--- src/rtl/sphc_pkg.sv ---
package sphc_pkg;

    localparam int unsigned POS_W   = 24;
    localparam int unsigned RAD_W   = 23;
    localparam int unsigned SLOT_W  = 6;
    localparam int unsigned NORM_W  = 16;
    localparam int unsigned DEPTH_W = 24;
    localparam int unsigned REL_W   = 25;
    localparam int unsigned MAG_W   = 24;
    localparam int unsigned SQ_W    = 48;
    localparam int unsigned D2_W    = 50;
    localparam int unsigned ROOT_W  = 25;
    localparam int unsigned NUM_W   = 39;
    localparam int unsigned QUO_W   = 15;
    localparam int unsigned FRAC_N  = 14;

    localparam logic REQ_WRITE = 1'b0;
    localparam logic REQ_SCAN  = 1'b1;

    typedef struct packed {
        logic                    req_type;
        logic [SLOT_W-1:0]       slot;
        logic                    active;
        logic signed [POS_W-1:0] pos_x;
        logic signed [POS_W-1:0] pos_y;
        logic signed [POS_W-1:0] pos_z;
        logic [RAD_W-1:0]        radius;
    } sphc_req_t;

    typedef struct packed {
        logic                     hit;
        logic [SLOT_W-1:0]        slot_a;
        logic [SLOT_W-1:0]        slot_b;
        logic signed [NORM_W-1:0] normal_x;
        logic signed [NORM_W-1:0] normal_y;
        logic signed [NORM_W-1:0] normal_z;
        logic [DEPTH_W-1:0]       depth;
        logic                     last;
    } sphc_res_t;

    typedef struct packed {
        logic                    active;
        logic signed [POS_W-1:0] x;
        logic signed [POS_W-1:0] y;
        logic signed [POS_W-1:0] z;
        logic [RAD_W-1:0]        r;
    } sphc_cell_t;

    typedef enum logic [3:0] {
        ST_IDLE,
        ST_LOAD,
        ST_SQ,
        ST_CMP,
        ST_SQRT,
        ST_NORM,
        ST_DIV,
        ST_EMIT,
        ST_DONE
    } sphc_state_t;

endpackage

--- src/rtl/sphc_sqrt.sv ---
module sphc_sqrt (
    input  logic                             clk,
    input  logic                             rst_n,
    input  logic                             start,
    input  logic [sphc_pkg::D2_W-1:0]        op,
    output logic                             done,
    output logic [sphc_pkg::ROOT_W-1:0]      root
);

    logic [sphc_pkg::D2_W-1:0]   op_reg;
    logic [sphc_pkg::ROOT_W+1:0] rem_reg;
    logic [sphc_pkg::ROOT_W-1:0] root_reg;
    logic [4:0]                  cnt_reg;
    logic                        run_reg;
    logic                        done_reg;

    logic [sphc_pkg::ROOT_W+3:0] rem_sh;
    logic [sphc_pkg::ROOT_W+3:0] trial;
    logic                        ge;

    // One root bit per cycle: bring down two operand bits, try (root << 2) | 1.
    always_comb
    begin
        rem_sh = {rem_reg, op_reg[sphc_pkg::D2_W-1 -: 2]};
        trial  = {2'b00, root_reg, 2'b01};
        ge     = (rem_sh >= trial);
    end

    always_ff @(posedge clk or negedge rst_n)
    begin
        if (!rst_n)
        begin
            run_reg  <= 1'b0;
            done_reg <= 1'b0;
            cnt_reg  <= '0;
        end
        else
        begin
            done_reg <= 1'b0;
            if (start)
            begin
                run_reg <= 1'b1;
                cnt_reg <= 5'(sphc_pkg::ROOT_W);
            end
            else if (run_reg)
            begin
                cnt_reg <= cnt_reg - 5'd1;
                if (cnt_reg == 5'd1)
                begin
                    run_reg  <= 1'b0;
                    done_reg <= 1'b1;
                end
            end
        end
    end

    always_ff @(posedge clk)
    begin
        if (start)
        begin
            op_reg   <= op;
            rem_reg  <= '0;
            root_reg <= '0;
        end
        else if (run_reg)
        begin
            op_reg   <= {op_reg[sphc_pkg::D2_W-3:0], 2'b00};
            rem_reg  <= ge ? (sphc_pkg::ROOT_W+2)'(rem_sh - trial)
                           : (sphc_pkg::ROOT_W+2)'(rem_sh);
            root_reg <= {root_reg[sphc_pkg::ROOT_W-2:0], ge};
        end
    end

    assign done = done_reg;
    assign root = root_reg;

endmodule

--- config.mk ---
export PLATFORM = sky130hd
export DESIGN_NAME = sphc_sqrt
export DESIGN_NICKNAME = d
export VERILOG_FILES = /design/src/rtl/sphc_pkg.sv /design/src/rtl/sphc_sqrt.sv
export SDC_FILE = /design/constraint.sdc
export NUM_CORES = 1
export LEC_CHECK = 0
export ABC_CLOCK_PERIOD_IN_PS = 2800
export BUFFER_PORTS_ARGS = -buffer_cell sky130_fd_sc_hd__buf_2
export CAP_MARGIN = 25
export CORE_MARGIN = 2
export CORE_UTILIZATION = 58
export CTS_CLUSTER_DIAMETER = 50
export DETAILED_ROUTE_END_ITERATION = 8
export GPL_TIMING_DRIVEN = 1
export PLACE_DENSITY = 0.8
export RECOVER_POWER = 100
export REMOVE_ABC_BUFFERS = 1
export SLEW_MARGIN = 20
export SYNTH_ARGS = -nofsm -noshare
export SYNTH_HDL_FRONTEND = slang
export SYNTH_SLANG_ARGS = --single-unit
--- constraint.sdc ---
create_clock -name clk -period 2.8 [get_ports clk]
set_clock_uncertainty 0.2 [all_clocks]
set_input_delay 0.14 -clock clk [delete_from_list [all_inputs] [get_ports clk]]
set_output_delay 0.14 -clock clk [all_outputs]
set_load 0.05 [all_outputs]
## After elaboration in Yosys (flattened, before gate mapping)

Index checks and enable logic that the tools add are counted.

| cells by class | value |
|---|---|
| add/sub/neg operators | 2 |
| multipliers | 0 |
| divide/modulo/power cells | 0 |
| $lt $le $gt $ge | 1 |
| equality and inequality tests | 1 |
| shifts and indexed selects | 0 |
| mux-type cells | 11 |
| bitwise operators | 0 |
| reduce and logical (&&, ||, !) cells | 1 |

Operators with widths:

| cell | number |
|---|---|
| $mux 50 | 2 |
| $ge 29x27->1 | 1 |
| $mux 27 | 1 |
| $sub 27x27->27 | 1 |
| $mux 5 | 2 |
| $mux 1 | 6 |
| $eq 5x1->1 const B | 1 |
| $sub 5x1->5 const B | 1 |
| $reduce_bool 2->1 | 1 |

| storage, ports and cells | value |
|---|---|
| flip-flop bits (word level) | 109 |
| latch bits | 0 |
| memory bits (writable) | 0 |
| bits in read-only memories | 0 |
| bits of input ports | 53 |
| output and inout bits | 26 |
| word-level logic and storage cells | 22 |
| memories | 0 |

## Depth between registers and ports, before layout

| logic depth | value |
|---|---|
| word-level depth | 4 |
| depth in mapped cells | 12 |

## Worst setup path before layout

OpenSTA, ideal clock, no wires.

| timing | value |
|---|---|
| kind | reg2reg |
| start | reg root_reg, in the netlist root[9] |
| end | reg rem_reg[1] (netlist name) |
| library setup time | 0.079 ns |
| arrival | 2.676 ns |
| data required time | 2.521 ns |
| setup slack | -0.155 ns |
| cell stages (with the launch flop) | 12 |
| path buffers | 2 |
| clock period less this slack | 2.955 ns |
| path through | dfxtp_1 inv_1 ha_1 buf_2 nand3_2 nor3_4 a311oi_1 a211o_1 and3_1 buf_6 mux2_4 a211oi_2 |

| on the way | value |
|---|---|
| cells in the longest elaborated chain, start to end | 2 |

RTL lines:

| item | line | source |
|---|---|---|
| start: declaration | sphc_sqrt.sv:12 | `logic [sphc_pkg::ROOT_W-1:0] root_reg;` |
| start signal: assignment | sphc_sqrt.sv:70 | `root_reg <= {root_reg[sphc_pkg::ROOT_W-2:0], ge};` |
| $ge 29x27->1 | sphc_sqrt.sv:26 | `ge = (rem_sh >= trial);` |
| $mux 27 | sphc_sqrt.sv:68 | `rem_reg <= ge ? (sphc_pkg::ROOT_W+2)'(rem_sh - trial)` |
| end signal: assignment | sphc_sqrt.sv:68 |  |
| end: declaration | sphc_sqrt.sv:11 | `logic [sphc_pkg::ROOT_W+1:0] rem_reg;` |

Every way passes these cells.
A chain may end at the register's enable or synchronous reset.

## Final worst setup path

| timing | value |
|---|---|
| start | reg root_reg, in the netlist root[2] |
| end | reg rem_reg[1] (netlist name) |

The elaborated chain is that of the path after synthesis.

==> impl_metrics.py <==
metrics = {
    "synthesis": {
        "synth.area.top_cells": "edfxtp_1 (25%), dfxtp_1 (17%), mux2_2 (8.9%), mux2i_1 (6.6%), ha_1 (6.0%)",
        "synthesis.area_um2": 6090,
        "synth_edf_count": 50,
        "synth_fa_ha_area_frac": 0.0596,
        "synth.ff_latch_count": 109,
        "yosysWarnings": 0,
        "synth-xor-area-share": 0.0359,
        "synth_ff_type": "dfxtp_1",
        "synth-simple-area-share": 0.105,
        "synth_compound_area_frac": 0.150,
        "ys_seq_area_frac": 0.446,
        "synth_top_area_share": 0.246,
        "synth-async-reset-ratio": 0.0642,
        "yosysTopAreaCell": "edfxtp_1",
        "syn_avg_cell_area_um2": 10.3,
        "postSynthCellCount": 592,
        "synthMuxAreaShare": 0.157,
        "synthDistinctLibCells": 59,
        "synth_top_family_by_area": "multiplexers",
    },
    "layout": {
        "area_delta_synth_final_pct": 26.5,
        "fillers": 665,
        "ff_latch_area_um2": 2720,
        "largest_reg_flops": 50,
        "nets": 825,
        "final_cell_count_no_fill": 884,
        "diodes": 0,
        "multi_input_area_um2": 3220,
        "fin_area_um2": 7700,
        "drive_gt1_frac": 0.301,
    },
    "routing": {
        "drt-total-wl_um": 16200,
        "viasPerCell": 5.84,
        "wl_per_cell_um": 18.3,
        "via_count": 5165,
        "drt_iter0_drc": 355,
        "drc_errors": 0,
        "first_pass_iters": 5,
        "antenna_left": 0,
    },
    "placed_design": {
        "port-buffer-count": 78,
        "dpl.cell_count": 816,
        "hpwlAfterDp_um": 10100,
        "gp_congestion": 0.958,
        "dpl-instance-area_um2": 6850,
    },
    "pwr": {
        "switching_share": 0.426,
        "p_int_mw": 4.30,
        "power_switching_mw": 3.19,
        "ir_drop_mv": 0.544,
        "pwr_density_cell_nw_per_um2": 972,
        "leakagePower_nw": 3.43,
        "seq_power_share": 0.285,
        "p_clk_frac": 0.130,
        "power_frac_comb": 0.585,
        "p_total_mw": 7.49,
    },
    "floorplan": {
        "core-area_um2": 10300,
        "dieArea_um2": 11300,
        "die_h_um": 106,
        "initial_core_util": 0.593,
        "dieWidth_um": 106,
        "rows": 37,
        "ios": 79,
    },
    "sta": {
        "setup_viol": 0,
        "fin_crit_sh": 0.963,
        "max_slew.worst_pin.slew_ps": 925,
        "holdWs_ps": 65.6,
        "final_hold_viol_count": 0,
        "drv_slew": 0,
        "fin_crit_ps": 2700,
        "fmax_mhz": 371,
        "relSlewSlack": 0.381,
        "rsz0062_at_grt": "true",
    },
    "hold_path": {
        "hp-class": "input port to flip-flop",
    },
    "clock_network": {
        "clkLatencyLatePin_ps": 400,
        "cts_buffer_depth": 2,
        "ctsHtreeMaxLevel": 3,
        "cts_tree": "yes",
        "clk_transition_reported_paths_ps": 110,
        "cts_root_buf": "clkbuf_8",
        "post_cts_buffers": 0,
        "cts_sinks": 109,
        "cts_buffers": 9,
    },
    "critical_path": {
        "crit_path_start_kind": "flip-flop",
        "critical_path.max_stage_delay_ps": 380,
        "cp-end-kind": "flip-flop",
        "worstPathRequired_ps": 2930,
        "crit_fanout": 4,
        "critical_path_class": "flip-flop to flip-flop",
        "path_cells": "inv_1 > ha_1 > buf_4 > o21ai_1 > a22oi_2 > a311oi_2 > a211o_1 > and3_2 > mux2_4 > a211oi_2",
        "cp_data_arrival_time_ps": 2830,
        "cp_slowest_cell": "dfxtp_2",
    },
    "global_routing": {
        "grt_pass1_wl_um": 25800,
        "track_usage": 0.290,
        "grt-ovfl-total": 0,
        "grt_max_degree": 100,
        "grt_pass1_vias": 5226,
        "antenna_found_initial": 0,
    },
    "job": {
        "maxCapViolations": 0,
    },
    "run_status": {
        "status": "finished clean",
    },
}
-- area by class of cell --
class / instances / area share
clock buffer: 10 / 0.0166
clock inverter: 6 / 0.00779
multi-input combinational: 413 / 0.417
tap: 136 / 0.0221
inverter: 40 / 0.0195
sequential: 109 / 0.353
timing repair buffer: 170 / 0.163
-- logic make-up (layout without fill, tap and decap cells) --
group           count (synthesis)  count (layout)
compound gates                133             133
fa+ha+maj                      29              29
flops                         109             109
mux                            89              89
buf+inv                        70             226
simple gates                  137             137
xor+xnor                       25              25
-- Yosys cell counts, drive strengths merged (7+ instances only) --
master  count
a21o        7
dfxtp      52
nand2      29
nor3        8
mux2       49
a32oi       8
inv        40
nor2       58
o21ai      29
xnor2      18
a211oi     18
nand3      13
edfxtp     50
clkbuf     16
ha         29
mux2i      40
buf        14
dfrtp       7
xor2        7
nand2b      7
a21oi      24
-- cells in the final DEF (no fill, tap or decap), drive strengths merged, types with 8 or more instances in the layout --
master and instances:
a32oi 8, o21ai 29, xnor2 18, nor3 8, dlygate4sd3 52, nor2 58, mux2 49, a21oi 24
ha 29, dfxtp 52, a211oi 18, edfxtp 50, buf 118, nand2 29, clkbuf 10, mux2i 40
nand3 13, inv 45
-- power by group through the flow --
stage / Combinational (mW) / Sequential (mW) / Clock (mW)
2_1_floorplan: 2.69 / 2.14 / 0
3_3_place_gp: 3.82 / 2.13 / 0
3_5_place_dp: 3.85 / 2.14 / 0
4_1_cts: 3.94 / 2.11 / 0.974
5_1_grt: 4.75 / 2.15 / 1.04
6_report: 4.38 / 2.13 / 0.977
-- worst max-delay path, delay by kind of cell (launching register included) --
family          cells  cell delay, ps
compound gates      5             960
fa+ha+maj           1             320
buf+inv             2             210
flops               1             380
mux                 1             310
simple gates        1             250
-- repair_timing --
| item | 4_1_cts | 5_1_grt |
|---|---|---|
| endpoints found under the hold margin | 57 | 0 |
| hold buffers | 52 | 0 |
| setup endpoints to repair | 1 | 28 |
| gates resized for setup | 0 | 46 |
| pin swaps | 1 | 5 |
-- per-stage QoR --
stage                     setup TNS [ps]  worst slack, ps   util
after floorplan                   -61310            -1020      -
after global placement                 0             39.0  0.666
after detailed placement               0             19.3  0.666
after CTS                              0             5.06  0.735
after global routing               -61.0            -46.7  0.750
final                                  0              103  0.750
-- metal layers --
layer  part of all wire  up-vias  wire length, µm  GRT usage
met3              0.057       28              927     0.0693
met2               0.49      192             7900      0.492
met1               0.44     2484             7100      0.374
met4              0.016        0              265     0.0733
li1                   -     2461                -          -
met5                  0        -                0          0
-- worst paths after layout --
| kind | from | end | slack [ps] | cells past startpoint |
|---|---|---|---|---|
| max in group asynchronous | rst_n | run_reg$_DFF_PN0_ | 1650 | 3 |
| setup reg to reg | root[2]$_SDFFE_PP0P_ | rem_reg[1]$_SDFFE_PP0P_ | 100 | 10 |
| min in group asynchronous | rst_n | cnt_reg[2]$_DFFE_PN0P_ | 480 | 3 |
| hold reg to reg | rem_reg[25]$_SDFFE_PP0P_ | rem_reg[25]$_SDFFE_PP0P_ | 310 | 2 |
| setup / recovery | root[2]$_SDFFE_PP0P_ | rem_reg[1]$_SDFFE_PP0P_ | 100 | 10 |
| hold / removal | start | rem_reg[5]$_SDFFE_PP0P_ | 70 | 4 |
No activity file was read; power rests on OpenSTA's default activity.
