[config.mk]
export PLATFORM = sky130hd
export DESIGN_NAME = sphc_div
export DESIGN_NICKNAME = d
export VERILOG_FILES = /design/src/rtl/sphc_pkg.sv /design/src/rtl/sphc_div.sv
export SDC_FILE = /design/constraint.sdc
export NUM_CORES = 1
export LEC_CHECK = 0
export BUFFER_PORTS_ARGS = -buffer_cell sky130_fd_sc_hd__buf_2
export CAP_MARGIN = 20
export CORE_UTILIZATION = 50
export DETAILED_ROUTE_END_ITERATION = 7
export GPL_TIMING_DRIVEN = 1
export PLACE_DENSITY = 0.84
export SYNTH_ARGS = -nofsm -noshare
export SYNTH_HDL_FRONTEND = slang
export SYNTH_SLANG_ARGS = --single-unit
[constraint.sdc]
create_clock -name clk -period 8.55 [get_ports clk]
set_input_delay 2.565 -clock clk [delete_from_list [all_inputs] [get_ports clk]]
set_output_delay 2.565 -clock clk [all_outputs]
set_load 0.1 [all_outputs]
[src/rtl/sphc_pkg.sv]
package sphc_pkg;

    localparam int unsigned POS_W   = 24;
    localparam int unsigned RAD_W   = 23;
    localparam int unsigned SLOT_W  = 6;
    localparam int unsigned NORM_W  = 16;
    localparam int unsigned DEPTH_W = 24;
    localparam int unsigned REL_W   = 25;
    localparam int unsigned MAG_W   = 24;
    localparam int unsigned SQ_W    = 48;
    localparam int unsigned D2_W    = 50;
    localparam int unsigned ROOT_W  = 25;
    localparam int unsigned NUM_W   = 39;
    localparam int unsigned QUO_W   = 15;
    localparam int unsigned FRAC_N  = 14;

    localparam logic REQ_WRITE = 1'b0;
    localparam logic REQ_SCAN  = 1'b1;

    typedef struct packed {
        logic                    req_type;
        logic [SLOT_W-1:0]       slot;
        logic                    active;
        logic signed [POS_W-1:0] pos_x;
        logic signed [POS_W-1:0] pos_y;
        logic signed [POS_W-1:0] pos_z;
        logic [RAD_W-1:0]        radius;
    } sphc_req_t;

    typedef struct packed {
        logic                     hit;
        logic [SLOT_W-1:0]        slot_a;
        logic [SLOT_W-1:0]        slot_b;
        logic signed [NORM_W-1:0] normal_x;
        logic signed [NORM_W-1:0] normal_y;
        logic signed [NORM_W-1:0] normal_z;
        logic [DEPTH_W-1:0]       depth;
        logic                     last;
    } sphc_res_t;

    typedef struct packed {
        logic                    active;
        logic signed [POS_W-1:0] x;
        logic signed [POS_W-1:0] y;
        logic signed [POS_W-1:0] z;
        logic [RAD_W-1:0]        r;
    } sphc_cell_t;

    typedef enum logic [3:0] {
        ST_IDLE,
        ST_LOAD,
        ST_SQ,
        ST_CMP,
        ST_SQRT,
        ST_NORM,
        ST_DIV,
        ST_EMIT,
        ST_DONE
    } sphc_state_t;

endpackage

[src/rtl/sphc_div.sv]
module sphc_div (
    input  logic                          clk,
    input  logic                          rst_n,
    input  logic                          start,
    input  logic [sphc_pkg::NUM_W-1:0]    num,
    input  logic [sphc_pkg::ROOT_W-1:0]   den,
    output logic                          done,
    output logic [sphc_pkg::QUO_W-1:0]    quo
);

    logic [sphc_pkg::QUO_W-1:0]  low_reg;
    logic [sphc_pkg::ROOT_W-1:0] rem_reg;
    logic [sphc_pkg::ROOT_W-1:0] den_reg;
    logic [sphc_pkg::QUO_W-1:0]  quo_reg;
    logic [3:0]                  cnt_reg;
    logic                        run_reg;
    logic                        done_reg;

    logic [sphc_pkg::ROOT_W:0]   rem_sh;
    logic                        ge;

    // Quotient fits in QUO_W bits, so the upper numerator bits start below den.
    always_comb
    begin
        rem_sh = {rem_reg, low_reg[sphc_pkg::QUO_W-1]};
        ge     = (rem_sh >= {1'b0, den_reg});
    end

    always_ff @(posedge clk or negedge rst_n)
    begin
        if (!rst_n)
        begin
            run_reg  <= 1'b0;
            done_reg <= 1'b0;
            cnt_reg  <= '0;
        end
        else
        begin
            done_reg <= 1'b0;
            if (start)
            begin
                run_reg <= 1'b1;
                cnt_reg <= 4'(sphc_pkg::QUO_W);
            end
            else if (run_reg)
            begin
                cnt_reg <= cnt_reg - 4'd1;
                if (cnt_reg == 4'd1)
                begin
                    run_reg  <= 1'b0;
                    done_reg <= 1'b1;
                end
            end
        end
    end

    always_ff @(posedge clk)
    begin
        if (start)
        begin
            rem_reg <= sphc_pkg::ROOT_W'(num[sphc_pkg::NUM_W-1:sphc_pkg::QUO_W]);
            low_reg <= num[sphc_pkg::QUO_W-1:0];
            den_reg <= den;
            quo_reg <= '0;
        end
        else if (run_reg)
        begin
            rem_reg <= ge ? sphc_pkg::ROOT_W'(rem_sh - {1'b0, den_reg})
                          : sphc_pkg::ROOT_W'(rem_sh);
            low_reg <= {low_reg[sphc_pkg::QUO_W-2:0], 1'b0};
            quo_reg <= {quo_reg[sphc_pkg::QUO_W-2:0], ge};
        end
    end

    assign done = done_reg;
    assign quo  = quo_reg;

endmodule

======== After elaboration in Yosys (flattened, before gate mapping) ========
Index checks and enable logic that the tools add are counted.
cells by class
  add/sub/neg operators ................... 2
  order comparisons ....................... 1
  equality and inequality tests ........... 1
  muxes and demuxes ....................... 13
  reductions and logical operators ........ 1
operators by type and width
  cell                   count
  $mux W24               2
  $mux W15               2
  $ge A26 B25 Y1         1
  $mux W25               1
  $sub A25 B25 Y25       1
  $mux W4                2
  $mux W1                6
  $eq A4 B1 Y1 const B   1
  $sub A4 B1 Y4 const B  1
  $reduce_bool A2 Y1     1
storage, ports and cells
  flip-flop bits (word level) ............. 86
  input port bits ......................... 67
  output and inout bits ................... 16
  word-level logic and storage cells ...... 26

======== Depth between registers and ports, before layout ========
Gate-level depths: netlist of the first run.
  word-level depth ........................ 4
  mapped depth ............................ 11
  gate-level depth less buffers ........... 10

======== Worst setup path before layout of the first run ========
OpenSTA, ideal clock, no wires.
  kind .................................... input -> register
  start point ............................. input port start
  end point ............................... register low_reg[0] in the netlist's numbering (enable)
  data arrival time ....................... 3611 ps
  required time ........................... 8171 ps
  path slack .............................. 4560 ps
  stages on the path ...................... 3
  buffers on the path ..................... 2
  path through ............................ clkbuf_1 > clkbuf_1 > or2_2
between the ends
  cells in the longest elaborated chain, start to end .. 1
ends and longest elaborated chain
  element                              line            RTL
  start: declaration                   sphc_div.sv:4   input logic start,
  $reduce_bool A2 Y1 (no source line)  -
  end signal: assignment               sphc_div.sv:62  low_reg <= num[sphc_pkg::QUO_W-1:0];
  end signal: assignment               sphc_div.sv:70  low_reg <= {low_reg[sphc_pkg::QUO_W-2:0], 1'b0};
  end: declaration                     sphc_div.sv:11  logic [sphc_pkg::QUO_W-1:0] low_reg;
No other way between the ends.
A chain may end at the register's enable or synchronous reset.

======== Worst setup path after layout of the first run ========
  start point ............................. input port start
  end point ............................... register rem_reg[10] in the netlist's numbering (enable)
between the ends
  cells in the longest elaborated chain, start to end .. 1
ends and longest elaborated chain
  element                              line            RTL
  $reduce_bool A2 Y1 (no source line)  -
  end signal: assignment               sphc_div.sv:61  rem_reg <= sphc_pkg::ROOT_W'(num[sphc_pkg::NUM_W-1:sphc_pkg::QUO_W]);
  end signal: assignment               sphc_div.sv:68  rem_reg <= ge ? sphc_pkg::ROOT_W'(rem_sh - {1'b0, den_reg})
  end: declaration                     sphc_div.sv:12  logic [sphc_pkg::ROOT_W-1:0] rem_reg;
No other way between the ends.

==> metrics.csv, run 1 <==
metric;value;unit
rsz0062_at_grt;no;
row_count;36;
grt_pass1_wl;17.4;mm
min_period;4.60;ns
routedWlPerCell;15.8;um
setup_ws;3.95;ns
fin_skew;0.0180;ns
root_buffer;clkbuf_8;
clk_pin_slew;0.09;ns
dpl_cell_area;5510;um2
synth_area_leader_cell;edfxtp_1;
min_period_over_period;53.8;%
htree_levels;3;
setup_viol;0;
max_freq;218;MHz
synth_most_common_cell;edfxtp_1;
hp-class;reg -> reg;
dpl_worst_slack;3.54;ns
synthArstFlopShare;6.98;%
cts_setup_buffers;0;
dieWidth;102;um
cp_data_arrival_time;4.59;ns
cts_resized;0;
cp-end-kind;flop;
stdcell_count;682;
synth.cells.most_frequent;64 x edfxtp_1, 44 x nor2_1, 33 x inv_1, 31 x a21oi_1, 27 x ha_1;
drive_above_1_share;24.6;%
vias;3885;
synth_edf_count;64;
dp_hpwl;7.66;mm
fin_nets;639;
post-route-cell-area;5730;um2
peakVddDrop;0.000216;V
num_antenna_cells;0;
crit_type;in -> reg;
synth_warnings;0;
cts_buffer_depth;2;
grt_antenna_before_repair;0;
drt_first_pass_iters;6;
fin_tns_setup;0;ns
core;9770;um2
slew_headroom;33.8;%
hold_buffers;0;
wirelength;10.8;mm
drc;0;
path_max_fanout;45;
grt_max_degree;46;
cts_tree;built;
io_buffers;82;
initial_core_util;51.4;%
dieHeight;102;um
synth_top_area_share;38.2;%
synth_area;5030;um2
synth_cells;471;
dp_cells;665;
crit_required;8.54;ns
yosys_register_bits;86;
reg2reg_depth;10;
die-area;10500;um2
tightest_slew;0.992;ns
finalMaxSlewViolations;0;
status;complete, no violations;
syn_avg_cell_area;10.7;um2
start_kind;input port;
synthToLayoutAreaGrowth;14.0;%
clock_latency;0.37;ns
synth_cell_types;69;
antenna_left;0;
cts_sinks;86;
track_usage;21.7;%
power;1790;uW
synth_top_flop_cell;edfxtp_1;
ys_seq_area_share;47.6;%
hold_viol;0;
via_per_inst;5.70;
synthTopCellsByArea;edfxtp_1 38%, ha_1 6.7%, dfxtp_1 6.4%;
numCtsBuffers;9;
fillerInstances;858;
maxCapViolations;0;
syn-num-nets;566;
overflow;0;
power.density;312;nW/um2
min_path_cells;2;
leakage;0.00258;uW
drt-initial-drc-count;229;
place_congestion;0.897;
ios;83;
grt_pass1_vias;3815;
==> metal layers <==
metal,share of wire [%],up-vias,GRT usage [%]
met4,1.7,0,7.36
li1,-,1888,-
met2,48,120,37.7
met1,45,1857,26.6
met3,5.2,20,4.65
met5,0,-,0
==> power by group <==
group          switching [uW]  internal (uW)
clock                     152            126
combinational             536            374
sequential               49.3            552
==> layout make-up <==
cell class / instances / area [um2] / share of cell area, %
repair buffers: 85 / 453 / 7.90
inverters: 33 / 124 / 2.16
clock buffers: 11 / 153 / 2.66
well taps: 133 / 166 / 2.90
flip-flops and latches: 86 / 2390 / 41.7
multi-input cells: 329 / 2410 / 42.0
clock inverters: 5 / 38.8 / 0.677
==> logic make-up after synthesis <==
logic type               Yosys count  synth area share [%]
AND/OR/NAND/NOR                  134                  13.8
AO/OA/AOI/OAI                    109                  15.4
flip-flops                        86                  47.6
buffers and inverters             56                  4.58
multiplexers                      41                  8.58
adder cells (fa/ha/maj)           28                  7.12
XOR/XNOR                          17                  2.96
==> worst paths after layout <==
kind / from / to / slack (ns)
worst max-delay path: start / rem_reg[10] / 3.95
worst min-delay path: quo[14] / quo[14] / 0.50
worst max register to register: low_reg[14] / rem_reg[2] / 5.15
worst min register to register: quo[14] / quo[14] / 0.50
max in group asynchronous: rst_n / run_reg / 6.40
min in group asynchronous: rst_n / cnt_reg[1] / 2.01
==> critical path, stage by stage <==
cell and delay, ns:
buf_2 0.55, buf_4 0.56, or2_2 0.87
==> stage by stage <==
stage / hold slack, ns / util (%)
6_report: 0.501 / 58.7
5_1_grt: 0.520 / 58.7
4_1_cts: 0.502 / 58.4
3_5_place_dp: 0.480 / 56.4
3_3_place_gp: 0.474 / 56.4
2_1_floorplan: 0.489 / -
==> cell usage in the layout, fill, tap and decap left out, types with 3 or more instances in the layout <==
cell type / instances
buf_2: 82
edfxtp_1: 64
nor2_1: 44
inv_1: 33
a21oi_1: 31
ha_1: 27
nand2_1: 26
mux2i_1: 24
mux2_2: 17
dfxtp_1: 16
nor3_1: 14
xnor2_1: 11
o21ai_0: 10
nand3_1: 9
clkbuf_8: 9
o21ai_1: 8
a21o_1: 7
and3_1: 6
xor2_1: 6
dfrtp_1: 6
o21a_1: 5
o31a_1: 5
a211oi_1: 5
nor2b_1: 4
a31oi_1: 4
a221o_1: 4
nand4_1: 4
o21bai_1: 4
or3_1: 4
nor4_1: 3
o211ai_1: 3
a2bb2oi_1: 3
Note: power is estimated with default switching activity, not from simulation.
==> inputs of run 2 (changes only) <==
--- a/config.mk
+++ b/config.mk
@@ -5,12 +5,13 @@
 export SDC_FILE = /design/constraint.sdc
 export NUM_CORES = 1
 export LEC_CHECK = 0
+export ABC_AREA = 1
 export BUFFER_PORTS_ARGS = -buffer_cell sky130_fd_sc_hd__buf_2
 export CAP_MARGIN = 20
 export CORE_UTILIZATION = 50
 export DETAILED_ROUTE_END_ITERATION = 7
 export GPL_TIMING_DRIVEN = 1
-export PLACE_DENSITY = 0.84
+export PLACE_DENSITY = 0.86
 export SYNTH_ARGS = -nofsm -noshare
 export SYNTH_HDL_FRONTEND = slang
 export SYNTH_SLANG_ARGS = --single-unit
==> constraint.sdc (replaced) <==
create_clock -name clk -period 3.7 [get_ports clk]
set_input_delay 1.11 -clock clk [delete_from_list [all_inputs] [get_ports clk]]
set_output_delay 1.11 -clock clk [all_outputs]
set_load 0.1 [all_outputs]
==> metrics.csv, run 2 <==
metric;value;unit
crit_type;reg -> reg;
cts_sinks;86;
dieWidth;108;um
cts_tree;built;
critPathMaxStageDelay;0.45;ns
drt_first_pass_iters;5;
synthTopCellsByArea;edfxtp_1 34%, nand2_1 21%, inv_1 11%;
min_period_over_period;73.5;%
num_antenna_cells;0;
reg2reg_from;rem_reg[17];
reg2reg_depth;10;
cts_buffer_depth;2;
fin_nets;960;
hold_viol;0;
rr_endpoint;rem_reg[10];
dp_cells;994;
synthToLayoutAreaGrowth;14.2;%
peakVddDrop;0.000466;V
wirelength;12.7;mm
crit_required;3.82;ns
grt_max_degree;39;
synthArstFlopShare;6.98;%
cp_cell_sequence;ha_1 -> nand2_1 -> nor2_1 -> nand2_1 -> nor2_1 -> nand2_2 -> nand3_4 -> nand2_1 -> nand3_1 -> nand2_1;
stdcell_count;1010;
drive_above_1_share;12.9;%
synth_edf_count;64;
grt_pass1_wl;21.6;mm
crit_path_frequent_cell;nand2_1;
synth_top_area_share;34.2;%
grt_antenna_before_repair;0;
initial_core_util;51.6;%
min_path_cells;2;
syn-num-nets;880;
tightest_slew;0.579;ns
cp_data_arrival_time;2.84;ns
cp-end-kind;flop;
overflow;0;
hold_buffers;0;
drc;0;
fin_tns_setup;0;ns
root_buffer;clkbuf_8;
status;complete, no violations;
track_usage;23.4;%
path_max_fanout;26;
r2r_slack;0.98;ns
leakage;0.00353;uW
slew_headroom;61.3;%
max_freq;368;MHz
die-area;11700;um2
synth_warnings;0;
finalMaxSlewViolations;0;
maxCapViolations;0;
synth_cell_types;32;
drt-initial-drc-count;276;
path_buf_inv;0;
fin_skew;0.00888;ns
min_to;rem_reg[24];
synth_area_leader_cell;edfxtp_1;
syn_avg_cell_area;7.16;um2
row_count;38;
grt_pass1_vias;4902;
dp_hpwl;9.58;mm
clk_pin_slew;0.10;ns
vias;5048;
setup_viol;0;
final_cell_mix;311 x nand2_1, 165 x inv_1, 82 x buf_2;
start_kind;flop;
cts_resized;0;
via_per_inst;5.00;
routedWlPerCell;12.6;um
min_period;2.72;ns
clock_latency;0.36;ns
ios;83;
crit_family;simple AND/OR/NAND/NOR gates;
final_common_cell;nand2_1;
cp_slowest_cell;nand3_4;
ys_seq_area_share;42.6;%
hp-class;reg -> reg;
synth_most_common_cell;nand2_1;
cts_setup_buffers;0;
core;10900;um2
place_congestion;0.932;
synth_top_flop_cell;edfxtp_1;
synth.cells.most_frequent;311 x nand2_1, 166 x inv_1, 64 x edfxtp_1, 44 x nand3_1, 36 x nor2_1;
htree_levels;3;
synth_cells;785;
power.density;685;nW/um2
holdCritStartpoint;rem_reg[24];
rsz0062_at_grt;no;
synth_area;5620;um2
antenna_left;0;
yosys_register_bits;86;
io_buffers;82;
dieHeight;108;um
numCtsBuffers;9;
[run 2: cell type report]
| type | instances | area (um2) |
|---|---|---|
| Tap cell | 140 | 175 |
| Sequential cell | 86 | 2390 |
| Clock inverter | 7 | 103 |
| Inverter | 166 | 623 |
| Multi-Input combinational cell | 514 | 2510 |
| Clock buffer | 9 | 124 |
| Timing Repair Buffer | 88 | 488 |
| Fill cell | 992 | 4470 |
[run 2: logic make-up (layout without fill, tap and decap cells)]
logic type                 count (synthesis)  count (layout)  share of synthesized area, %
and+or+nand+nor                          440             440                          32.8
buffers and inverters                    185             270                          12.8
DFF                                       86              86                          42.6
AOI/OAI and AO/OA                         34              34                          3.61
adders and majority gates                 28              28                          6.37
xor gates and xnor gates                  12              12                          1.87
[run 2: per-stage QoR]
stage	total power (uW)	util (%)	setup WS, ns	hold slack (ns)	instance area, um2
final	4400	58.9	0.982	0.476	6420
after global routing	4800	58.9	0.777	0.513	6420
after CTS	4390	58.9	0.970	0.477	6420
after detailed placement	3610	56.8	1.00	0.458	6190
after global placement	3560	56.6	1.04	0.441	6160
after floorplan	3150	-	0.390	0.439	5620
[run 2: worst register-to-register path: stages, from the launching register on]
cell and delay (ns):
edfxtp_1 0.43, ha_1 0.40, nand2_1 0.13, nor2_1 0.23, nand2_1 0.11, nor2_1 0.12, nand2_2 0.35, nand3_4 0.45
nand2_1 0.11, nand3_1 0.09, nand2_1 0.06
[run 2: how the worst max path moves through the flow]
stage | from | to | cells after the start
floorplan | start | low_reg[0] | 4
global placement | rem_reg[9] | rem_reg[6] | 10
detailed placement | low_reg[14] | rem_reg[17] | 11
CTS | rem_reg[17] | rem_reg[10] | 10
global route | rem_reg[20] | rem_reg[14] | 10
finish | rem_reg[17] | rem_reg[10] | 10
[run 2: layer usage]
metal	GRT usage [%]	part of all wire (%)	vias to the layer above
met3	3.86	5.3	16
met4	7.53	1.3	0
met2	40.4	47	146
met1	29.7	46	2272
met5	0	0	-
li1	-	-	2614
[run 2: report_power, final]
part           internal (uW)  switching [uW]
clock                    391             387
combinational            800            1470
sequential              1260            93.5
==> inputs of run 3 (changes only) <==
--- a/config.mk
+++ b/config.mk
@@ -5,13 +5,13 @@
 export SDC_FILE = /design/constraint.sdc
 export NUM_CORES = 1
 export LEC_CHECK = 0
-export ABC_AREA = 1
+export ABC_AREA = 0
 export BUFFER_PORTS_ARGS = -buffer_cell sky130_fd_sc_hd__buf_2
 export CAP_MARGIN = 20
 export CORE_UTILIZATION = 50
 export DETAILED_ROUTE_END_ITERATION = 7
 export GPL_TIMING_DRIVEN = 1
-export PLACE_DENSITY = 0.86
+export PLACE_DENSITY = 0.87
 export SYNTH_ARGS = -nofsm -noshare
 export SYNTH_HDL_FRONTEND = slang
 export SYNTH_SLANG_ARGS = --single-unit
==> constraint.sdc (replaced) <==
create_clock -name clk -period 2.2 [get_ports clk]
set_input_delay 0.66 -clock clk [delete_from_list [all_inputs] [get_ports clk]]
set_output_delay 0.66 -clock clk [all_outputs]
set_load 0.1 [all_outputs]
==> metrics.csv, run 3 (synthesis gave the netlist of run 1 again) <==
metric;value;unit
start_kind;flop;
rsz0062_at_grt;yes;
final_util;70.0;%
wirelength;13.5;mm
setup_viol;26;
core;9770;um2
hp-class;in -> async;
hold_buffers;0;
dieWidth;102;um
max_freq;354;MHz
dieHeight;102;um
setup_ws;-0.623;ns
use_met1;30.1;%
crit_required;2.32;ns
numCtsBuffers;9;
dpl_cell_area;6280;um2
grt_util_met2;47.0;%
power.density;1340;nW/um2
clk_pin_slew;0.09;ns
groute.layer.met3.usage;8.82;%
io_buffers;82;
synthToLayoutAreaGrowth;36.2;%
grt_max_degree;42;
finalMaxSlewViolations;0;
dp_hpwl;9.45;mm
hold_viol;0;
track_usage;27.1;%
grt_pass1_vias;4522;
die-area;10500;um2
cts_buffer_depth;2;
row_count;36;
post-route-cell-area;6850;um2
grt_pass1_wl;21.2;mm
overflow;0;
fillerInstances;714;
via_per_inst;5.55;
antenna_left;0;
fin_skew;0.0112;ns
leakage;0.00315;uW
ios;83;
final_common_cell;buf_4;
crit_type;reg -> reg;
clock_latency;0.38;ns
path_max_fanout;5;
place_congestion;1.00;
min_period_over_period;128;%
cts_tree;built;
initial_core_util;51.4;%
cts_sinks;86;
root_buffer;clkbuf_8;
maxCapViolations;0;
routedWlPerCell;17.1;um
num_antenna_cells;0;
violations;negative setup slack;
cp_data_arrival_time;2.95;ns
grt_antenna_before_repair;0;
drive_above_1_share;41.7;%
htree_levels;3;
vias;4383;
busiest_layer;met2;
drt_first_pass_iters;4;
drc;0;
tightest_slew;0.533;ns
slew_headroom;64.4;%
status;finished, violations left;
peakVddDrop;0.000666;V
cp-end-kind;flop;
final_cell_mix;98 x buf_4, 82 x buf_2, 64 x edfxtp_1;
drt-initial-drc-count;216;
fin_nets;747;
min_period;2.82;ns
run 3: path summary, 6_finish.rpt:
kind	start	endpoint	slack, ns	depth (start not counted)
min in group clk	den[1]	den_reg[1]	0.45	1
min	rst_n	run_reg	0.09	1
max reg2reg	low_reg[14]	rem_reg[3]	-0.62	11
max	low_reg[14]	rem_reg[3]	-0.62	11
max in group asynchronous	rst_n	cnt_reg[0]	1.97	1
min reg2reg	quo[14]	quo[14]	0.51	2
run 3: cell type report:
type / instances / area [um2] / share of cell area, %
Clock inverter: 7 / 70.1 / 1.02
Timing Repair Buffer: 193 / 1350 / 19.7
Clock buffer: 9 / 124 / 1.81
Sequential cell: 86 / 2390 / 34.9
Inverter: 33 / 124 / 1.81
Tap cell: 133 / 166 / 2.43
Multi-Input combinational cell: 329 / 2620 / 38.3
run 3: what timing repair did:
action / 4_1_cts / 5_1_grt
pin swaps: 18 / 12
gates cloned: 1 / 1
buffers inserted: 12 / 6
endpoints found under the setup margin: 26 / 26
resized for setup: 25 / 15
run 3: power breakdown:
group | internal, uW | switching (uW) | leakage, uW | total, uW
clock network | 528 | 614 | 0.0000980 | 1140
logic | 2870 | 2810 | 0.00221 | 5680
registers | 2150 | 210 | 0.000848 | 2360
total | 5540 | 3640 | 0.00315 | 9180
run 3: metal layers:
metal	vias to the layer above	wire, um
met5	-	0
met1	2088	5410
met3	44	856
met4	0	459
li1	2102	-
met2	149	6750
run 3: through the flow:
step           total power [uW]  setup TNS, ns  instances  hold slack (ns)  setup WS (ns)
2_1_floorplan              5230          -9.94        471            0.364         -0.486
3_3_place_gp               6890         -10.99        755            0.474         -0.533
3_5_place_dp               7110         -14.75        755            0.489         -0.683
4_1_cts                    8800         -12.27        784           0.0673         -0.572
5_1_grt                    9710         -16.53        790           0.0681         -0.723
6_report                   9180         -14.16        790           0.0924         -0.623
run 3: worst max-delay path: stages (launching register included):
cell and delay [ns]:
edfxtp_1 0.36, inv_1 0.05, ha_2 0.19, fa_2 0.37, nor2b_2 0.14, o31a_1 0.17
o211ai_2 0.13, a2111oi_4 0.43, or2_4 0.28, clkbuf_16 0.17, mux2i_1 0.19, a21oi_1 0.09
