### src/rtl/sphc_pkg.sv
package sphc_pkg;

    localparam int unsigned POS_W   = 24;
    localparam int unsigned RAD_W   = 23;
    localparam int unsigned SLOT_W  = 6;
    localparam int unsigned NORM_W  = 16;
    localparam int unsigned DEPTH_W = 24;
    localparam int unsigned REL_W   = 25;
    localparam int unsigned MAG_W   = 24;
    localparam int unsigned SQ_W    = 48;
    localparam int unsigned D2_W    = 50;
    localparam int unsigned ROOT_W  = 25;
    localparam int unsigned NUM_W   = 39;
    localparam int unsigned QUO_W   = 15;
    localparam int unsigned FRAC_N  = 14;

    localparam logic REQ_WRITE = 1'b0;
    localparam logic REQ_SCAN  = 1'b1;

    typedef struct packed {
        logic                    req_type;
        logic [SLOT_W-1:0]       slot;
        logic                    active;
        logic signed [POS_W-1:0] pos_x;
        logic signed [POS_W-1:0] pos_y;
        logic signed [POS_W-1:0] pos_z;
        logic [RAD_W-1:0]        radius;
    } sphc_req_t;

    typedef struct packed {
        logic                     hit;
        logic [SLOT_W-1:0]        slot_a;
        logic [SLOT_W-1:0]        slot_b;
        logic signed [NORM_W-1:0] normal_x;
        logic signed [NORM_W-1:0] normal_y;
        logic signed [NORM_W-1:0] normal_z;
        logic [DEPTH_W-1:0]       depth;
        logic                     last;
    } sphc_res_t;

    typedef struct packed {
        logic                    active;
        logic signed [POS_W-1:0] x;
        logic signed [POS_W-1:0] y;
        logic signed [POS_W-1:0] z;
        logic [RAD_W-1:0]        r;
    } sphc_cell_t;

    typedef enum logic [3:0] {
        ST_IDLE,
        ST_LOAD,
        ST_SQ,
        ST_CMP,
        ST_SQRT,
        ST_NORM,
        ST_DIV,
        ST_EMIT,
        ST_DONE
    } sphc_state_t;

endpackage

### src/rtl/sphc_cell.sv
module sphc_cell (
    input  logic                clk,
    input  logic                rst_n,
    input  logic                shift,
    input  sphc_pkg::sphc_cell_t from_next,
    input  logic                wr_en,
    input  sphc_pkg::sphc_cell_t wr_data,
    output sphc_pkg::sphc_cell_t q
);

    logic                 active_reg;
    sphc_pkg::sphc_cell_t data_reg;

    // Active mark clears on reset; stored geometry is don't-care until written.
    always_ff @(posedge clk or negedge rst_n)
    begin
        if (!rst_n)
        begin
            active_reg <= 1'b0;
        end
        else if (shift)
        begin
            active_reg <= from_next.active;
        end
        else if (wr_en)
        begin
            active_reg <= wr_data.active;
        end
    end

    // Destroy keeps geometry; only a ring shift or a create or keep write overwrites it.
    always_ff @(posedge clk)
    begin
        if (shift)
        begin
            data_reg <= from_next;
        end
        else if (wr_en && wr_data.active)
        begin
            data_reg <= wr_data;
        end
    end

    always_comb
    begin
        q        = data_reg;
        q.active = active_reg;
    end

endmodule

### config.mk
export PLATFORM = sky130hd
export DESIGN_NAME = sphc_cell
export DESIGN_NICKNAME = d
export VERILOG_FILES = /design/src/rtl/sphc_pkg.sv /design/src/rtl/sphc_cell.sv
export SDC_FILE = /design/constraint.sdc
export NUM_CORES = 1
export LEC_CHECK = 0
export ABC_AREA = 1
export BUFFER_PORTS_ARGS = -buffer_cell sky130_fd_sc_hd__buf_2
export CORE_AREA = 2 2 113 115
export DETAILED_ROUTE_END_ITERATION = 8
export DIE_AREA = 0 0 115 117
export PLACE_DENSITY = 0.7
export SYNTH_ARGS = -nofsm -noshare
export SYNTH_HDL_FRONTEND = slang
export SYNTH_SLANG_ARGS = --single-unit
### constraint.sdc
create_clock -name clk -period 1.6 [get_ports clk]
set_input_delay 0.24 -clock clk [delete_from_list [all_inputs] [get_ports clk]]
set_output_delay 0.24 -clock clk [all_outputs]
set_load 0.01 [all_outputs]
# After elaboration in Yosys (flattened, before gate mapping)
# Index checks and enable logic that the tools add are counted.
op_classes:
  add_sub_neg: 0
  n_mul: 0
  div_mod_pow: 0
  magnitude_cmp: 0
  n_eq_ne: 0
  n_shift: 0
  mux: 4
  bitwise_logic: 0
  reduce_logical: 3
op_table:
  columns: ["cell", "n"]
  rows:
  - ["95-bit 2-to-1 mux", 2]
  - ["2-bit nonzero test", 2]
  - ["1-bit 2-to-1 mux", 2]
  - ["1-bit logical AND", 1]
totals:
  reg_bits: 96
  latchBits: 0
  mem_bits_rw: 0
  romBits: 0
  inputBits: 196
  output_inout_bits: 96
  wordCells: 12
  memories: 0

# Longest topological paths before layout
# Gate-level depths: netlist of run 1.
logic_depth:
  ltp_word: 3
  ltp_mapped: 6
  mapped_depth_nobuf: 4

# Worst setup path after synthesis of run 1
# No wires, ideal clock.
synth_timing:
  path_kind: "input-to-reg"
  startpoint: "in shift"
  endpoint: "reg data_reg (netlist bit q[0]) (enable)"
  setup_ns: 0.899
  arrival_time_ns: 2.156
  required_time_ns: 0.701
  path_slack_ns: -1.455
  cell_stages: 4
  n_path_buf: 2
  cell_sequence: "buf_4 > inv_2 > buf_6 > nand2_1"
synth_via:
  elab_chain_len: 1
synth_rtl:
  columns: ["element", "line_no", "rtl"]
  rows:
  - ["start: declaration", "sphc_cell.sv:4", "input logic shift,"]
  - ["2-bit nonzero test (no line)", null, null]
  - ["end signal: assignment", "sphc_cell.sv:36", "data_reg <= from_next;"]
  - ["end signal: assignment", "sphc_cell.sv:40", "data_reg <= wr_data;"]
  - ["end: declaration", "sphc_cell.sv:12", "sphc_pkg::sphc_cell_t data_reg;"]
# No other way between the ends.
# A chain may end at the register's enable or synchronous reset.

# Final worst setup path of run 1
layout_timing:
  startpoint: "reg active_reg"
  endpoint: "out q[95] (netlist name)"
layout_lines:
  columns: ["element", "line_no", "rtl"]
  rows:
  - ["start: declaration", "sphc_cell.sv:11", "logic active_reg;"]
  - ["start signal: assignment", "sphc_cell.sv:23", "active_reg <= from_next.active;"]
  - ["start signal: assignment", "sphc_cell.sv:27", "active_reg <= wr_data.active;"]
  - ["end: declaration", "sphc_cell.sv:8", "output sphc_pkg::sphc_cell_t q"]
# No word-level cell between the ends.

==> results of run 1 <==
==> routing by layer <==
layer / track usage, % / vias to the layer above
li1: - / 1902
met1: 16.8 / 1573
met2: 29.4 / 191
met3: 4.79 / 12
met4: 7.07 / 2
met5: 0 / -
==> Yosys cell counts <==
cell / n / area [µm²]
buf_2: 14 / 70.1
buf_4: 3 / 22.5
buf_6: 5 / 56.3
dfrtp_1: 1 / 25.0
edfxtp_1: 95 / 2850
inv_1: 1 / 3.75
inv_2: 1 / 3.75
nand2_1: 291 / 1090
nor2_1: 1 / 3.75
==> repair_timing <==
item                                    4_1_cts  5_1_grt
endpoints found under the setup margin        0        0
endpoints found under the hold margin         1        0
gates resized for setup                       0        0
hold buffers                                  1        0
==> power breakdown <==
part,internal [W],switching (W),total [W]
combinational,0.000469,0.000584,0.00105
sequential,0.00310,0.0000673,0.00317
clock,0.00104,0.000866,0.00190
total,0.00460,0.00152,0.00612
==> worst paths after layout <==
check | from | end | slack [ns]
max | active_reg$_DFFE_PN0P_ | q[95] | 0.45
min | wr_data[54] | q[54]$_DFFE_PP_ | 0.17
max reg2reg | active_reg$_DFFE_PN0P_ | active_reg$_DFFE_PN0P_ | 0.92
min reg2reg | active_reg$_DFFE_PN0P_ | active_reg$_DFFE_PN0P_ | 0.58
max in group asynchronous | rst_n | active_reg$_DFFE_PN0P_ | 1.29
min in group asynchronous | rst_n | active_reg$_DFFE_PN0P_ | 0.22
==> logic make-up after synthesis <==
family	Yosys count	share of synthesized area, %
buffers and inverters	24	3.79
AND/OR/NAND/NOR	292	26.5
flip-flops	96	69.7
==> layout make-up <==
cell class	count	share of cell area, %
Sequential cell	96	47.6
Timing Repair Buffer	302	26.3
Multi-Input combinational cell	292	18.4
Clock buffer	9	3.72
Tap cell	150	3.10
Clock inverter	7	0.641
Inverter	2	0.145
Antenna cell	2	0.0827
==> metrics by stage <==
stage,setup slack (ns),utilization [%]
5_1_grt,0.419,49.1
3_5_place_dp,0.363,46.9
6_report,0.446,49.1
2_1_floorplan,0.271,-
4_1_cts,0.426,49.1
3_3_place_gp,0.363,46.9
==> layout by cell type (no fill, tap or decap), drive strengths merged <==
| cell | n |
|---|---|
| dfrtp | 1 |
| dlygate4sd3 | 1 |
| edfxtp | 95 |
| clkinvlp | 1 |
| nand2 | 291 |
| clkbuf | 9 |
| clkinv | 7 |
| inv | 1 |
| nor2 | 1 |
| buf | 301 |
| diode | 2 |
==> impl_metrics.py, run 1 <==
metrics = {
    "synthesis": {
        "yosysWarnings": 0,
        "syn_area_per_cell_um2": 10.0,
        "syn_area_um2": 4130,
        "syn_nets": 608,
        "syn_inst": 412,
        "synth.distinct_cells": 9,
        "ys_ff_latch": 96,
        "yosysSeqAreaShare_pct": 69.7,
    },
    "route": {
        "antenna_left": 0,
        "wl_met3_um": 1090,
        "drt_iter0_drc": 112,
        "finalWirelength_um": 11200,
        "wl_per_cell_um": 13.0,
        "first_pass_iters": 4,
        "viasPerCell": 4.28,
        "wl_met2_um": 5690,
        "drc_errors": 0,
        "via_count": 3680,
        "met1_length_um": 4220,
        "highest_layer": "met5",
    },
    "placement": {
        "place_congestion": 0.736,
        "hpwl_um": 8860,
        "port_buffers": 291,
        "dpl_cell_area_um2": 5770,
        "dp.cells": 841,
    },
    "floorplanning": {
        "die-area_um2": 13500,
        "coreArea_um2": 12300,
        "die_w_um": 115,
        "die_y_um": 117,
        "boundaryPins": 292,
        "initial_core_util_pct": 33.5,
        "rows": 41,
    },
    "setup_path": {
        "worstPathRequired_ns": 1.36,
        "r2r_cells": 2,
        "critPathTopFamily": "flip-flops",
        "arrival_ns": 0.91,
        "cp_cell_sequence": "buf_2",
        "end_kind": "output port",
        "worstPathMaxFanout": 2,
        "slowest_delay_ns": 0.42,
        "cp.depth": 1,
        "slowest_stage": "dfrtp_1",
        "worstSetupStartpointType": "register",
        "path_buf_inv": 1,
        "setup.worst_path.class": "register to output port",
    },
    "timing": {
        "setup_viol": 0,
        "max-slew-margin-rel_pct": 66.8,
        "min_period_ns": 1.15,
        "fmax_ghz": 0.867,
        "hold_viol_final": 0,
        "clock_skew_ns": 0,
        "whs_ns": 0.169,
        "fin_tns_setup_ns": 0,
        "tightest_slew_ns": 0.497,
        "rsz0062_at_grt": "no",
        "slew_violations": 0,
        "fin_crit_sh_pct": 72.1,
    },
    "cells_and_area": {
        "final.fill_count": 1201,
        "drive_gt1_share_pct": 44.8,
        "multi_input_area_um2": 1110,
        "final_cells": 860,
        "design_area_um2": 6050,
        "nets": 899,
        "syn_to_final_growth_pct": 46.5,
        "seqCellArea_um2": 2880,
        "largest_register_ffs": 95,
    },
    "power": {
        "power.leakage_nw": 3.18,
        "total_power_w": 0.00612,
        "max-vdd-ir-drop_mv": 0.614,
        "cellPowerDensity_nw_per_um2": 1010,
    },
    "clocking": {
        "cts.sinks": 96,
        "cts_tree": "yes",
        "path_clk_slew_ns": 0.07,
        "cts.path.max_buffers": 2,
        "cts_buffers": 9,
        "cts_root_buffer": "clkbuf_16",
        "cts_setup_buffers": 0,
        "worstSkewPairLatency_ns": 0.33,
        "h-tree-depth": 3,
    },
    "outcome": {
        "status": "finished clean",
    },
    "global_route": {
        "grt_pass1_vias": 3427,
        "grtUsageTotal_pct": 15.9,
        "grt_pass1_wl_um": 16200,
        "overflow": 0,
        "grt_max_degree": 50,
        "antenna_found_initial": 3,
    },
    "worst_hold_path": {
        "hp-class": "primary input to register",
        "hold_depth": 3,
    },
    "job": {
        "drv_cap": 0,
    },
}
No activity file was read; power rests on OpenSTA's default activity.
==> inputs of run 2 (changes only) <==
==> constraint.sdc (replaced) <==
create_clock -name clk -period 1.16 [get_ports clk]
set_input_delay 0.174 -clock clk [delete_from_list [all_inputs] [get_ports clk]]
set_output_delay 0.174 -clock clk [all_outputs]
set_load 0.01 [all_outputs]
==> run 2 against run 1 <==
  * Via count up 2.9%
  * Global-route usage increased by 1.2 points
  * Total power up 42%
  * Combinational power is 41% higher
  * Utilization up 0.63 points
  * Count of clock-buffer cells in the layout increased by 2
  * Critical path depth stayed put
  * Setup slack got worse by 0.38 ns
  * Register-to-register slack worse by 0.35 ns
  * Largest power group unchanged
==> impl_metrics.py, run 2 (synthesis results as in run 1) <==
metrics = {
    "timing": {
        "hold_viol_final": 0,
        "slew_violations": 0,
        "fin_crit_sh_pct": 94.1,
        "fmax_ghz": 0.916,
        "tightest_slew_ns": 0.563,
        "fin_tns_setup_ns": 0,
        "rsz0062_at_grt": "no",
        "setup_viol": 0,
        "fin_ws_ns": 0.0680,
        "min_period_ns": 1.09,
        "clock_skew_ns": 0,
        "max-slew-margin-rel_pct": 62.5,
    },
    "route": {
        "antenna_left": 0,
        "drt_iter0_drc": 207,
        "via_count": 3787,
        "first_pass_iters": 4,
        "viasPerCell": 4.38,
        "wl_per_cell_um": 13.6,
        "finalWirelength_um": 11800,
        "drc_errors": 0,
    },
    "setup_path": {
        "critPathTopFamily": "flip-flops",
        "worstPathMaxFanout": 1,
        "setup.worst_path.class": "register to output port",
        "arrival_ns": 0.92,
        "path_buf_inv": 1,
        "worstSetupStartpointType": "register",
        "end_kind": "output port",
        "slowest_delay_ns": 0.41,
        "cp_cell_sequence": "buf_2",
        "worstPathRequired_ns": 0.99,
        "slowest_stage": "edfxtp_1",
    },
    "global_route": {
        "grtUsageTotal_pct": 17.1,
        "overflow": 0,
        "antenna_found_initial": 0,
        "grt_pass1_wl_um": 17300,
        "grt_max_degree": 55,
        "grt_pass1_vias": 3643,
    },
    "cells_and_area": {
        "drive_gt1_share_pct": 45.0,
        "most-common-layout-cells": "nand2_1 (290), buf_2 (290), edfxtp_1 (95)",
        "syn_to_final_growth_pct": 48.3,
        "largest_register_ffs": 95,
        "final.fill_count": 1192,
        "final_cells": 865,
        "insertedDiodeCount": 0,
        "nets": 906,
    },
    "job": {
        "drv_cap": 0,
    },
    "power": {
        "cellPowerDensity_nw_per_um2": 1420,
        "seqPwrFrac_pct": 50.2,
        "power_frac_comb_pct": 17.0,
        "internal_power_w": 0.00659,
        "clock_power_share_pct": 32.8,
        "max-vdd-ir-drop_mv": 0.698,
        "power.switching_w": 0.00212,
        "power.leakage_nw": 3.23,
        "sw_frac_of_total_pct": 24.3,
    },
    "worst_hold_path": {
        "hp-class": "primary input to register",
    },
    "clocking": {
        "cts_setup_buffers": 0,
        "cts_buffers": 9,
        "path_clk_slew_ns": 0.07,
        "cts_root_buffer": "clkbuf_16",
        "h-tree-depth": 3,
        "cts.path.max_buffers": 2,
        "cts.sinks": 96,
        "cts_tree": "yes",
        "worstSkewPairLatency_ns": 0.34,
    },
    "placement": {
        "place_congestion": 0.824,
        "dp.cells": 848,
        "hpwl_um": 9090,
        "dp_worst_setup_slack_ns": 0.0244,
        "port_buffers": 291,
    },
    "floorplanning": {
        "boundaryPins": 292,
        "rows": 41,
        "initial_core_util_pct": 33.5,
        "die_y_um": 117,
        "die_w_um": 115,
        "die-area_um2": 13500,
        "coreArea_um2": 12300,
    },
    "outcome": {
        "status": "finished clean",
    },
}
==> run 2: metal layers <==
layer	track usage (%)	share of wire (%)
met3	5.30	8.8
met2	30.2	51
met4	10.0	2.8
met5	0	0
met1	18.1	37
==> run 2: power by group through the flow <==
| stage | registers, W | clock network, W | logic [W] |
|---|---|---|---|
| after detailed placement | 0.00445 | 0 | 0.00150 |
| after global placement | 0.00443 | 0 | 0.00149 |
| final | 0.00437 | 0.00285 | 0.00148 |
| after CTS | 0.00438 | 0.00295 | 0.00151 |
| after global routing | 0.00441 | 0.00307 | 0.00166 |
| after floorplan | 0.00467 | 0 | 0.000411 |
==> run 2: per-stage QoR <==
step	hold slack [ns]	power [W]	cell area (µm²)	utilization, %
3_3_place_gp	-0.0498	0.00592	5840	47.4
4_1_cts	0.0564	0.00884	6130	49.8
2_1_floorplan	-0.122	0.00508	4160	-
5_1_grt	0.0871	0.00914	6130	49.8
6_report	0.0767	0.00871	6130	49.8
3_5_place_dp	-0.0488	0.00596	5840	47.4
==> run 2: tightest hold or removal path: stages <==
cell     delay [ns]
buf_2          0.08
nor2_1         0.03
nand2_1        0.04
nand2_1        0.04
==> run 2: final cells by class <==
class,instances,area (µm²),share of cell area [%]
well taps,150,188,3.06
inverters,2,10.0,0.163
repair buffers,309,1660,27.1
clock buffers,11,233,3.80
flip-flops and latches,96,2880,47.0
clock inverters,5,47.5,0.776
multi-input cells,292,1110,18.2
==> run 2: final timing paths <==
| path | slack (ns) | from | end | cells past startpoint |
|---|---|---|---|---|
| max in group asynchronous | 0.95 | rst_n | active_reg$_DFFE_PN0P_ | 2 |
| min in group asynchronous | 0.13 | rst_n | active_reg$_DFFE_PN0P_ | 2 |
| max | 0.07 | q[56]$_DFFE_PP_ | q[56] | 1 |
| min | 0.08 | wr_en | active_reg$_DFFE_PN0P_ | 4 |
| min reg2reg | 0.49 | active_reg$_DFFE_PN0P_ | active_reg$_DFFE_PN0P_ | 2 |
| max reg2reg | 0.57 | active_reg$_DFFE_PN0P_ | active_reg$_DFFE_PN0P_ | 2 |
==> run 2: repair_timing <==
action	CTS	global route
hold buffers	1	0
gates resized for setup	0	0
hold endpoints to repair	1	0
==> inputs of run 3 (changes only) <==
--- a/config.mk
+++ b/config.mk
@@ -8,9 +8,10 @@
 export ABC_AREA = 1
 export BUFFER_PORTS_ARGS = -buffer_cell sky130_fd_sc_hd__buf_2
 export CORE_AREA = 2 2 113 115
+export CTS_CLUSTER_SIZE = 8
 export DETAILED_ROUTE_END_ITERATION = 8
 export DIE_AREA = 0 0 115 117
-export PLACE_DENSITY = 0.7
+export PLACE_DENSITY = 0.73
 export SYNTH_ARGS = -nofsm -noshare
 export SYNTH_HDL_FRONTEND = slang
 export SYNTH_SLANG_ARGS = --single-unit
==> run 3 against run 2 <==
  * Design area shrank 0.98%
  * Routed wire length shrank 1.2%
  * Maximum frequency grew 1.6%
  * Cell count shrank 0.35%
  * Critical path depth is the same
  * Highest routed layer unchanged
==> impl_metrics.py, run 3 (synthesis results as in run 1) <==
metrics = {
    "outcome": {
        "status": "finished clean",
    },
    "timing": {
        "tightest_slew_ns": 0.501,
        "min_period_ns": 1.07,
        "clock_skew_ns": 0,
        "hold_viol_final": 0,
        "setup_viol": 0,
        "max-slew-margin-rel_pct": 66.6,
        "slew_violations": 0,
        "fmax_ghz": 0.931,
        "fin_crit_sh_pct": 92.6,
        "rsz0062_at_grt": "no",
    },
    "floorplanning": {
        "rows": 41,
        "die-area_um2": 13500,
        "coreArea_um2": 12300,
        "boundaryPins": 292,
        "die_y_um": 117,
        "die_w_um": 115,
        "initial_core_util_pct": 33.5,
    },
    "cells_and_area": {
        "final.fill_count": 1176,
        "insertedDiodeCount": 0,
        "largest_register_ffs": 95,
        "multi_input_area_um2": 1110,
        "seqCellArea_um2": 2880,
        "drive_gt1_share_pct": 44.8,
        "nets": 903,
        "design_area_um2": 6070,
        "most-common-layout-cells": "nand2_1 (290), buf_2 (290), edfxtp_1 (95)",
        "syn_to_final_growth_pct": 46.9,
    },
    "route": {
        "via_count": 3760,
        "wl_per_cell_um": 13.5,
        "finalWirelength_um": 11600,
        "first_pass_iters": 4,
        "drt_iter0_drc": 114,
        "antenna_left": 0,
        "viasPerCell": 4.36,
        "drc_errors": 0,
    },
    "power": {
        "clock_power_share_pct": 30.8,
        "power.switching_w": 0.00209,
        "seqPwrFrac_pct": 51.8,
        "power_frac_comb_pct": 17.4,
        "power.leakage_nw": 3.20,
        "internal_power_w": 0.00635,
        "sw_frac_of_total_pct": 24.8,
        "total_power_w": 0.00844,
        "max-vdd-ir-drop_mv": 0.659,
        "cellPowerDensity_nw_per_um2": 1390,
    },
    "clocking": {
        "cts.path.max_buffers": 2,
        "path_clk_slew_ns": 0.07,
        "cts_root_buffer": "clkbuf_16",
        "h-tree-depth": 3,
        "cts_tree": "yes",
        "worstSkewPairLatency_ns": 0.34,
        "cts_resized": 0,
        "cts_buffers": 9,
        "cts.sinks": 96,
    },
    "placement": {
        "port_buffers": 291,
        "place_congestion": 0.800,
        "dpl_cell_area_um2": 5800,
        "hpwl_um": 8970,
    },
    "global_route": {
        "grt_pass1_vias": 3486,
        "grt_pass1_wl_um": 16700,
        "grtUsageTotal_pct": 16.5,
        "antenna_found_initial": 0,
        "overflow": 0,
        "grt_max_degree": 50,
    },
    "setup_path": {
        "cp.depth": 1,
        "path_buf_inv": 1,
        "critPathTopFamily": "flip-flops",
        "slowest_delay_ns": 0.40,
        "worstPathMaxFanout": 1,
        "worstPathRequired_ns": 0.99,
        "setup.worst_path.class": "register to output port",
        "r2r_cells": 2,
        "slowest_stage": "edfxtp_1",
        "cp_cell_sequence": "buf_2",
        "worstSetupStartpointType": "register",
        "arrival_ns": 0.90,
        "end_kind": "output port",
    },
    "job": {
        "drv_cap": 0,
    },
    "worst_hold_path": {
        "hold_depth": 3,
        "hp-class": "primary input to register",
    },
}
run 3: area by class of cell:
class / instances / share of cell area, %
flip-flops and latches: 96 / 47.4
repair buffers: 306 / 26.8
multi-input cells: 292 / 18.3
clock buffers: 10 / 3.77
well taps: 150 / 3.09
clock inverters: 6 / 0.433
inverters: 2 / 0.165
run 3: repair_timing:
| action | in CTS | in global routing |
|---|---|---|
| setup buffers | 0 | 0 |
| hold buffers | 1 | 0 |
| setup endpoints to repair | 0 | 0 |
| hold endpoints to repair | 1 | 0 |
run 3: worst paths after layout:
check | from | endpoint | slack (ns)
min reg2reg | active_reg$_DFFE_PN0P_ | active_reg$_DFFE_PN0P_ | 0.49
min | wr_data[48] | q[48]$_DFFE_PP_ | 0.09
max in group asynchronous | rst_n | active_reg$_DFFE_PN0P_ | 0.93
max reg2reg | active_reg$_DFFE_PN0P_ | active_reg$_DFFE_PN0P_ | 0.56
max | q[69]$_DFFE_PP_ | q[69] | 0.09
min in group asynchronous | rst_n | active_reg$_DFFE_PN0P_ | 0.15
run 3: stage by stage:
| step | setup TNS (ns) | hold WS, ns | instances | worst slack, ns | utilization (%) |
|---|---|---|---|---|---|
| global placement | 0 | -0.0511 | 845 | 0.0147 | 47.1 |
| global route | 0 | 0.0938 | 862 | 0.0375 | 49.3 |
| finish | 0 | 0.0930 | 862 | 0.0854 | 49.3 |
| CTS | 0 | 0.0772 | 862 | 0.0451 | 49.3 |
| floorplan | -4.91 | -0.122 | 412 | -0.0517 | - |
| detailed placement | 0 | -0.0499 | 845 | 0.00279 | 47.1 |
run 3: power groups by stage:
stage,registers [W],logic [W],clock network (W)
detailed placement,0.00445,0.00149,0
floorplan,0.00467,0.000411,0
CTS,0.00438,0.00149,0.00270
finish,0.00437,0.00147,0.00260
global placement,0.00443,0.00147,0
global route,0.00441,0.00163,0.00281
run 3: routing by layer:
metal  GRT usage (%)  share of wire [%]
met1            17.7                 38
met2            29.5                 51
met3            5.25                8.4
met4            8.19                2.6
met5               0                  0
